--- src/rtl/lru_pkg.sv ---
// Package for the LRU page replacement block: sizes and beat types.
`default_nettype none

package lru_pkg;

	localparam int FRAMES     = 8;
	localparam int PAGE_BITS  = 20;
	localparam int COUNT_BITS = 32;
	localparam int RANK_BITS  = $clog2(FRAMES);
	localparam int FIDX_BITS  = 3;
	localparam int TOTAL_BITS = 32;
	localparam int CFG_BITS   = 4;

	localparam logic [CFG_BITS-1:0]   CFG_RESET = CFG_BITS'(FRAMES);
	localparam logic [COUNT_BITS-1:0] COUNT_MAX = '1;

	typedef struct packed {
		logic [19:0] page_number;
		logic        last_reference;
	} ref_item_t;

	typedef struct packed {
		logic                  page_fault;
		logic [FIDX_BITS-1:0]  frame_index;
		logic [TOTAL_BITS-1:0] fault_total;
		logic                  run_done;
	} res_item_t;

endpackage

`default_nettype wire

--- src/rtl/lru_page_replacement.sv ---
// Top level of the fully associative LRU page replacement block.
`default_nettype none

// LRU page replacement over a fully associative table of eight frames. Each
// beat on the reference channel carries one page number; each beat on the
// result channel reports hit or fault, the frame that now holds the page and
// the saturating fault total of the current run. A reference marked last ends
// the run: after its result the table and the fault total start over. The
// block takes one reference per clock while the result channel does not stall;
// an accepted reference lands in the input register and its answer then in
// the result register. The tag compare, empty/victim pick and recency update
// over all frames are combinational and sit between the input and result
// registers. While a result beat is stalled the input register holds and the
// reference channel stalls with it. The frames_in_use register is written
// through the cfg channel while the block is idle; the block refuses a write
// while the input register holds a reference. Zero acts as one frame, values
// above eight act as eight.
module lru_page_replacement (
	input  wire logic                         clk,
	input  wire logic                         arst_n,
	// reference channel
	input  wire logic                         ref_valid,
	output      logic                         ref_stall,
	input  wire lru_pkg::ref_item_t           ref_item,
	// result channel
	output      logic                         res_valid,
	input  wire logic                         res_stall,
	output      lru_pkg::res_item_t           res_item,
	// configuration write channel (frames_in_use)
	input  wire logic                         cfg_valid,
	output      logic                         cfg_ready,
	input  wire logic [lru_pkg::CFG_BITS-1:0] cfg_data
);
	import lru_pkg::*;

	// Configuration
	logic [CFG_BITS-1:0] frames_in_use_q;

	// Input stage
	ref_item_t item_s1;
	logic      valid_s1;

	// Frame table
	logic [PAGE_BITS-1:0] page_q  [FRAMES];
	logic [FRAMES-1:0]    valid_q;
	logic [RANK_BITS-1:0] rank_q  [FRAMES];
	logic [COUNT_BITS-1:0] fault_cnt_q;

	// Result register
	res_item_t res_q;
	logic      res_valid_q;

	// Lookup results
	logic [FRAMES-1:0]    act_mask;
	logic [FRAMES-1:0]    hit_vec;
	logic                 hit_any, empty_any, victim_any;
	logic [FIDX_BITS-1:0] hit_idx, empty_idx, victim_idx, sel_idx;
	logic [RANK_BITS-1:0] victim_rank, sel_rank;
	logic                 fault, was_valid;
	logic [COUNT_BITS-1:0] fault_cnt_nxt;
	logic [PAGE_BITS-1:0] page_s1;

	logic advance, fire_s1, load_s1;

	// The stage moves on when the result register is empty or being drained.
	assign advance   = !res_valid_q || !res_stall;
	assign fire_s1   = valid_s1 && advance;
	assign ref_stall = valid_s1 && !advance;
	assign load_s1   = ref_valid && !ref_stall;

	// Config is written only while idle; refuse it while a reference is in flight.
	assign cfg_ready = !valid_s1;

	assign res_valid = res_valid_q;
	assign res_item  = res_q;

	assign page_s1 = item_s1.page_number[PAGE_BITS-1:0];

	always_ff @(posedge clk or negedge arst_n) begin
		if (!arst_n) begin
			frames_in_use_q <= CFG_RESET;
		end else if (cfg_valid && cfg_ready) begin
			frames_in_use_q <= cfg_data;
		end
	end

	// Lookup: match, lowest empty active frame, least recent active frame.
	always_comb begin
		hit_any     = 1'b0;
		hit_idx     = '0;
		empty_any   = 1'b0;
		empty_idx   = '0;
		victim_any  = 1'b0;
		victim_idx  = '0;
		victim_rank = '0;
		for (int i = 0; i < FRAMES; i++) begin
			// zero behaves as one frame; anything past FRAMES covers all
			act_mask[i] = (frames_in_use_q == '0) ? (i == 0) : (int'(frames_in_use_q) > i);
			hit_vec[i]  = act_mask[i] && valid_q[i] && (page_q[i] == page_s1);
		end
		for (int i = FRAMES - 1; i >= 0; i--) begin
			if (hit_vec[i]) begin
				hit_any = 1'b1;
				hit_idx = FIDX_BITS'(i);
			end
			if (act_mask[i] && !valid_q[i]) begin
				empty_any = 1'b1;
				empty_idx = FIDX_BITS'(i);
			end
		end
		// ranks of valid frames are distinct; strict compare keeps the lowest index
		for (int i = 0; i < FRAMES; i++) begin
			if (act_mask[i] && valid_q[i] && (!victim_any || rank_q[i] > victim_rank)) begin
				victim_any  = 1'b1;
				victim_idx  = FIDX_BITS'(i);
				victim_rank = rank_q[i];
			end
		end

		fault     = !hit_any;
		sel_idx   = hit_any ? hit_idx : (empty_any ? empty_idx : victim_idx);
		was_valid = hit_any || !empty_any;
		sel_rank  = rank_q[sel_idx];

		fault_cnt_nxt = fault_cnt_q;
		if (fault && fault_cnt_q != COUNT_MAX) begin
			fault_cnt_nxt = fault_cnt_q + COUNT_BITS'(1);
		end
	end

	always_ff @(posedge clk or negedge arst_n) begin
		if (!arst_n) begin
			valid_s1 <= 1'b0;
		end else if (load_s1) begin
			valid_s1 <= 1'b1;
		end else if (fire_s1) begin
			valid_s1 <= 1'b0;
		end
	end

	always_ff @(posedge clk) begin
		if (load_s1) begin
			item_s1 <= ref_item;
		end
	end

	// Frame table control state: valid bits, recency ranks, fault count.
	always_ff @(posedge clk or negedge arst_n) begin
		if (!arst_n) begin
			valid_q     <= '0;
			fault_cnt_q <= '0;
			for (int i = 0; i < FRAMES; i++) begin
				rank_q[i] <= '0;
			end
		end else if (fire_s1) begin
			if (item_s1.last_reference) begin
				// run closes: table and count start over
				valid_q     <= '0;
				fault_cnt_q <= '0;
				for (int i = 0; i < FRAMES; i++) begin
					rank_q[i] <= '0;
				end
			end else begin
				fault_cnt_q      <= fault_cnt_nxt;
				valid_q[sel_idx] <= 1'b1;
				// frames more recent than the touched one age by one; a fill ages all
				for (int i = 0; i < FRAMES; i++) begin
					if (FIDX_BITS'(i) == sel_idx) begin
						rank_q[i] <= '0;
					end else if (valid_q[i] && (!was_valid || rank_q[i] < sel_rank)) begin
						rank_q[i] <= rank_q[i] + RANK_BITS'(1);
					end
				end
			end
		end
	end

	// Page tags: written on a fault only, no reset.
	always_ff @(posedge clk) begin
		if (fire_s1 && fault) begin
			page_q[sel_idx] <= page_s1;
		end
	end

	always_ff @(posedge clk or negedge arst_n) begin
		if (!arst_n) begin
			res_valid_q <= 1'b0;
		end else if (advance) begin
			res_valid_q <= valid_s1;
		end
	end

	always_ff @(posedge clk) begin
		if (fire_s1) begin
			res_q.page_fault  <= fault;
			res_q.frame_index <= sel_idx;
			res_q.fault_total <= fault_cnt_nxt[TOTAL_BITS-1:0];
			res_q.run_done    <= item_s1.last_reference;
		end
	end

endmodule

`default_nettype wire

--- config.mk ---
export PLATFORM = sky130hd
export DESIGN_NAME = lru_page_replacement
export DESIGN_NICKNAME = d
export VERILOG_FILES = /design/src/rtl/lru_pkg.sv /design/src/rtl/lru_page_replacement.sv
export SDC_FILE = /design/constraint.sdc
export NUM_CORES = 1
export LEC_CHECK = 0
export BUFFER_PORTS_ARGS = -buffer_cell sky130_fd_sc_hd__buf_2
export CELL_PAD_IN_SITES_DETAIL_PLACEMENT = 1
export CELL_PAD_IN_SITES_GLOBAL_PLACEMENT = 1
export CORE_MARGIN = 2
export CORE_UTILIZATION = 51
export DETAILED_ROUTE_END_ITERATION = 16
export GPL_TIMING_DRIVEN = 0
export HOLD_SLACK_MARGIN = 0.1
export PLACE_DENSITY = 0.92
export SYNTH_ARGS = -nofsm -noshare
export SYNTH_HDL_FRONTEND = slang
export SYNTH_SLANG_ARGS = --single-unit
--- constraint.sdc ---
create_clock -name clk -period 14 [get_ports clk]
set_input_delay 0.7 -clock clk [delete_from_list [all_inputs] [get_ports clk]]
set_output_delay 0.7 -clock clk [all_outputs]
set_load 0.005 [all_outputs]
==> impl_metrics.toml, run 1 <==
[clock_tree]
clk_path_buf_depth = 3
root_buffer = "clkbuf_16"
cts.sinks = 288
cts.clk_slew.worst_paths_ns = 0.06
post_cts_buffers = 0
clk_latency_ns = 0.59
htree_num_levels = 1
cts_tree = "done"
numCtsBuffers = 31

[route]
drt-initial-drc-count = 1317
drtAntennaViolNets = 0
drt_first_pass_iters = 13
routed_wl_mm = 49.4
num_vias = 11500
viasPerCell = 6.67
wl_per_cell_um = 28.7
drcViolationCount = 0

[placement]
place.gp.congestion = 0.934
io_buffers = 69
placed_area_um2 = 15500
dp_hpwl_mm = 32.8
pre_cts_slack_ns = 0.613

[logic_synthesis]
yosysSeqAreaShare_pct = 56.8
synth_edf_count = 218
synth_nets = 1278
yosys_warnings = 0
syn_area_per_cell_um2 = 12.1
ys_async_sr_fraction_pct = 24.3
ys_types = 75
ys.flop_type = "edfxtp_1"
syn_area_um2 = 14600
synth-seq-cells = 288
synthCells = 1210

[sta]
rsz0062_at_grt = "no"
tightestPinTransition_ns = 1.41
finalHoldViolCount = 0
setup_violations = 0
finalSetupTns_ns = 0
maxSlewViolCount = 0
slew_headroom_pct = 5.40
fin_crit_ns = 13.10
max_freq_ghz = 0.0763
setup_ws_ns = 0.898
finalClockSkew_ns = 0.0326
period_share_pct = 93.6

[setup_path]
path_common_cell = "ha_1"
slowest_stage = "nor4_1"
arrival_ns = 13.60
cp_slowest_stage_delay_ns = 0.54
cp-start-kind = "register"
crit_family = "compound AO/OA/AOI/OAI gates"
crit_type = "reg2reg"
critical_path_buf_inv_count = 6
worstPathRequired_ns = 14.50
critPathMaxFanout = 10
end_kind = "register"

[floorplan]
coreArea_um2 = 28000
dieHeight_um = 173
io_pins = 70
die-area_um2 = 30000
die_x_um = 173
initial_utilization_pct = 52.1
std_cell_rows = 61

[grt]
grt_pass1_wl_mm = 74.9
grt_use_total_pct = 32.9
grt_max_degree = 67
grt_pass1_vias = 12300
grt_overflow = 0
grt_antenna_before_repair = 0

[layout]
seqCellArea_um2 = 8300
syn_to_final_growth_pct = 12.8
multi_input_area_um2 = 5910
final_area_um2 = 16500
drive_gt1_share_pct = 13.5
fillers = 2885
antennaDiodeCount = 0
final_nets = 1383

[power_and_ir_drop]
ir_worst_vdd_mv = 0.163
p_leak_nw = 6.11
pwr_density_cell_nw_per_um2 = 156

[run]
drv_cap = 0

[outcome]
outcome = "finished, final reports clean"

[hold_path]
hp-class = "in2reg"
==> kinds of logic after synthesis <==
| group | synth area share, % |
|---|---|
| AND/OR/NAND/NOR | 13.2 |
| AO/OA/AOI/OAI | 10.1 |
| XOR/XNOR | 11.5 |
| adder cells (fa/ha/maj) | 3.26 |
| buffers and inverters | 2.77 |
| flip-flops | 56.8 |
| multiplexers | 2.26 |
==> where the power goes <==
part           internal, mW  switching, mW  total, mW  leakage [nW]
Clock                 0.447          0.358      0.804         0.467
Combinational         0.229          0.409      0.638          2.69
Sequential             1.02          0.106       1.13          2.95
==> synthesized netlist by cell type, types with 5 or more instances <==
cell	number	area share, %
edfxtp_1	218	45
xnor2_1	107	6.4
nand2_1	93	2.4
xor2_1	85	5.1
dfrtp_1	69	12
o21ai_0	53	1.8
nor2_1	48	1.2
nand4_1	46	2.0
ha_1	38	3.3
inv_1	38	0.98
nor4_1	38	1.6
a21oi_1	36	1.2
and3_1	24	1.0
nand3_1	24	0.82
buf_2	20	0.69
mux2i_1	19	1.3
clkbuf_1	17	0.44
o211ai_1	17	0.87
o31ai_1	16	0.82
and2_1	13	0.56
nor3_1	13	0.45
a22o_1	12	0.72
or4_1	12	0.62
mux2_2	10	0.77
o21a_1	9	0.46
a211oi_1	8	0.41
nor2b_1	8	0.34
o22ai_1	7	0.30
nor4b_1	6	0.36
o211a_1	6	0.41
or2_2	6	0.26
a22oi_1	5	0.26
a31oi_1	5	0.21
buf_4	5	0.26
o2111ai_1	5	0.30
==> sequential cells by signal, indices dropped and copies added (netlist names) <==
name,flops
res_valid,1
frames_in_use_q,4
page_s1,20
rank_q,24
item_s1,1
fault_cnt_q,32
valid_s1,1
res_item,37
page_q,160
valid_q,8
==> worst reg2reg max path: cells and delay by family, from the launching register on <==
kind | cells | cell delay (ns)
AND/OR/NAND/NOR | 12 | 2.51
multiplexers | 3 | 1.02
adder cells (fa/ha/maj) | 8 | 2.45
buffers and inverters | 6 | 1.31
flip-flops | 1 | 0.44
AO/OA/AOI/OAI | 25 | 5.31
==> stage by stage <==
stage / hold WS [ns] / power (mW) / std cells / util, %
2_1_floorplan: 0.404 / 1.51 / 1210 / -
3_3_place_gp: 0.513 / 1.69 / 1657 / 55.0
3_5_place_dp: 0.523 / 1.74 / 1659 / 55.3
4_1_cts: 0.280 / 2.55 / 1718 / 58.8
5_1_grt: 0.287 / 2.66 / 1718 / 58.8
6_report: 0.286 / 2.57 / 1718 / 58.8
==> cell type report <==
cell class	instances	area share (%)
plain buffers	49	1.58
inverters	39	0.889
clock buffers	45	5.21
clock inverters	13	0.714
multi-input cells	834	35.9
flip-flops and latches	288	50.4
repair buffers	72	2.51
well taps	378	2.87
==> worst paths after layout <==
kind | start | to | slack (ns) | depth (start not counted)
worst max-delay path | valid_q[0]$_DFFE_PN0P_ | rank_q[8]$_DFFE_PN0P_ | 0.90 | 54
worst min-delay path | ref_item[6] | page_s1[5]$_DFFE_PP_ | 0.29 | 1
worst max register to register | valid_q[0]$_DFFE_PN0P_ | rank_q[8]$_DFFE_PN0P_ | 0.90 | 54
worst min register to register | fault_cnt_q[31]$_DFFE_PN0P_ | fault_cnt_q[31]$_DFFE_PN0P_ | 0.55 | 1
max in group asynchronous | arst_n | fault_cnt_q[2]$_DFFE_PN0P_ | 12.94 | 3
min in group asynchronous | arst_n | frames_in_use_q[1]$_DFFE_PN0P_ | 0.50 | 2
==> metal layers <==
layer / vias up / GRT usage (%) / part of all wire (%)
met5: - / 0 / 0
met4: 0 / 19.8 / 6.8
met3: 238 / 6.33 / 8.5
met2: 744 / 54.8 / 48
met1: 5727 / 39.8 / 36
li1: 4753 / - / -
==> placed cells by master (no fill, tap or decap), types with 7 or more instances in the layout <==
cell type    n
a211oi_1     8
a21oi_1     35
a22o_1      12
and2_1      13
and3_1      24
buf_2       88
clkbuf_1    26
clkbuf_16   31
dfrtp_1     69
edfxtp_1   218
ha_1        38
inv_1       38
mux2_2      10
mux2i_1     19
nand2_1     93
nand3_1     24
nand4_1     46
nor2_1      48
nor2b_1      8
nor3_1      13
nor4_1      37
o211ai_1    17
o21a_1       9
o21ai_0     53
o22ai_1      7
o31ai_1     16
or4_1       12
xnor2_1    107
xor2_1      85
==> repair_timing <==
item	4_1_cts	5_1_grt
gates resized for setup	0	3
endpoints found under the hold margin	3	0
setup endpoints to repair	0	23
hold buffers	1	0
(Power assumes the default switching activity.)
==> inputs of run 2 (changes only) <==
CORE_MARGIN = default   (was 2)
PLACE_DENSITY = default   (was 0.92)
PLACE_DENSITY_LB_ADDON = 0.05   (was default)
==> run 2 against run 1 <==
Against the previous run:
- sequential share of layout area decreased by 0.76 points
- global-route usage decreased by 2.2 points
- clock power increased by 15%
- hold slack improved by 0.054 ns
- clock skew decreased by 0.014 ns
- critical path type unchanged
- largest cell class unchanged
==> impl_metrics.toml, run 2 (synthesis results as in run 1) <==
[route]
num_vias = 10500
routed_wl_mm = 43.6
viasPerCell = 6.09
wl_per_cell_um = 25.2
drtAntennaViolNets = 0
drcViolationCount = 0
drt_first_pass_iters = 6
drt-initial-drc-count = 697

[setup_path]
path_common_cell = "ha_1"
crit_type = "reg2reg"
cp-start-kind = "register"
critPathMaxFanout = 10
worstPathRequired_ns = 14.42
reg2reg_slack_ns = 0.90
arrival_ns = 13.52
cp_slowest_stage_delay_ns = 0.54
end_kind = "register"
slowest_stage = "or4_1"

[sta]
slew_headroom_pct = 7.75
period_share_pct = 93.6
setup_ws_ns = 0.902
max_freq_ghz = 0.0763
maxSlewViolCount = 0
finalClockSkew_ns = 0.0183
setup_violations = 0
fin_crit_ns = 13.10
finalSetupTns_ns = 0
finalHoldViolCount = 0
tightestPinTransition_ns = 1.38
rsz0062_at_grt = "no"

[outcome]
outcome = "finished, final reports clean"

[grt]
grt_antenna_before_repair = 0
grt_max_degree = 61
grt_use_total_pct = 30.7
use_met2_pct = 53.5
gr-usage-met1_pct = 35.8
grt_pass1_vias = 11100
grt_overflow = 0
grt_pass1_wl_mm = 65.6
busiest_layer = "met2"
use_met3_pct = 3.64

[layout]
largest_reg_flops = 160
drive_gt1_share_pct = 14.5
syn_to_final_growth_pct = 14.6
final_cell_mix = "edfxtp_1 (218), xnor2_1 (107), nand2_1 (93)"
largest_register = "page_q"
antennaDiodeCount = 0
final_nets = 1393
final_area_um2 = 16700
final_common_cell = "edfxtp_1"

[clock_tree]
cts_tree = "done"
cts.sinks = 288
clk_path_buf_depth = 3
numCtsBuffers = 34
cts.clk_slew.worst_paths_ns = 0.06
root_buffer = "clkbuf_16"
htree_num_levels = 2
clk_latency_ns = 0.53

[floorplan]
std_cell_rows = 61
initial_utilization_pct = 52.3
die-area_um2 = 29300
dieHeight_um = 171
coreArea_um2 = 27900
io_pins = 70
die_x_um = 171

[placement]
dp_hpwl_mm = 31.3
placed_area_um2 = 15500
place.gp.congestion = 0.916
io_buffers = 69
pre_cts_slack_ns = 0.0336

[power_and_ir_drop]
pwr_density_cell_nw_per_um2 = 161
ir_worst_vdd_mv = 0.137
p_leak_nw = 6.25
totalPowerFinal_mw = 2.69

[hold_path]
hp-class = "in2reg"

[run]
drv_cap = 0
run 2: final timing paths:
path,startpoint,end,depth (start not counted)
min in group asynchronous,arst_n,frames_in_use_q[0]$_DFFE_PN0P_,2
max in group asynchronous,arst_n,rank_q[2]$_DFFE_PN0P_,3
worst min register to register,fault_cnt_q[14]$_DFFE_PN0P_,fault_cnt_q[14]$_DFFE_PN0P_,1
worst max-delay path,valid_q[0]$_DFFE_PN0P_,rank_q[15]$_DFFE_PN0P_,55
worst max register to register,valid_q[0]$_DFFE_PN0P_,rank_q[15]$_DFFE_PN0P_,55
worst min-delay path,ref_item[20],page_s1[19]$_DFFE_PP_,1
run 2: layout make-up:
cell class	count	area [µm²]
buffer	49	260
clock buffer	38	866
clock inverter	22	300
fill	2872	11200
inverter	39	150
multi-input combinational	834	5910
sequential	288	8300
tap	378	473
timing repair buffer	79	465
run 2: critical path, delay by kind of cell, from the launching register on:
family | cells | cell delay [ns]
DFF | 1 | 0.41
muxes | 3 | 1.05
and+or+nand+nor | 12 | 2.52
AOI/OAI and AO/OA | 26 | 5.27
adders and majority gates | 8 | 2.40
buffers and inverters | 6 | 1.29
run 2: power breakdown:
| part | internal, mW | switching [mW] |
|---|---|---|
| clock | 0.562 | 0.360 |
| combinational | 0.241 | 0.416 |
| sequential | 1.02 | 0.0944 |
| total | 1.82 | 0.871 |
run 2: per-layer routing:
layer | wire, µm | vias to the layer above
li1 | - | 4767
met1 | 17200 | 5290
met2 | 21700 | 315
met3 | 1730 | 143
met4 | 2950 | 0
met5 | 0 | -
run 2: metrics by stage:
stage | utilization (%) | hold WS (ns) | instances
finish | 59.9 | 0.340 | 1727
global route | 59.9 | 0.331 | 1727
CTS | 59.6 | 0.328 | 1720
detailed placement | 55.4 | 0.523 | 1659
global placement | 55.2 | 0.513 | 1657
floorplan | - | 0.404 | 1210
run 2: timing repair:
| action | CTS | global route |
|---|---|---|
| cloned | 0 | 0 |
| endpoints found under the hold margin | 9 | 0 |
| setup buffers | 0 | 7 |
| resized for setup | 1 | 6 |
| hold buffers | 1 | 0 |
| endpoints found under the setup margin | 4 | 124 |
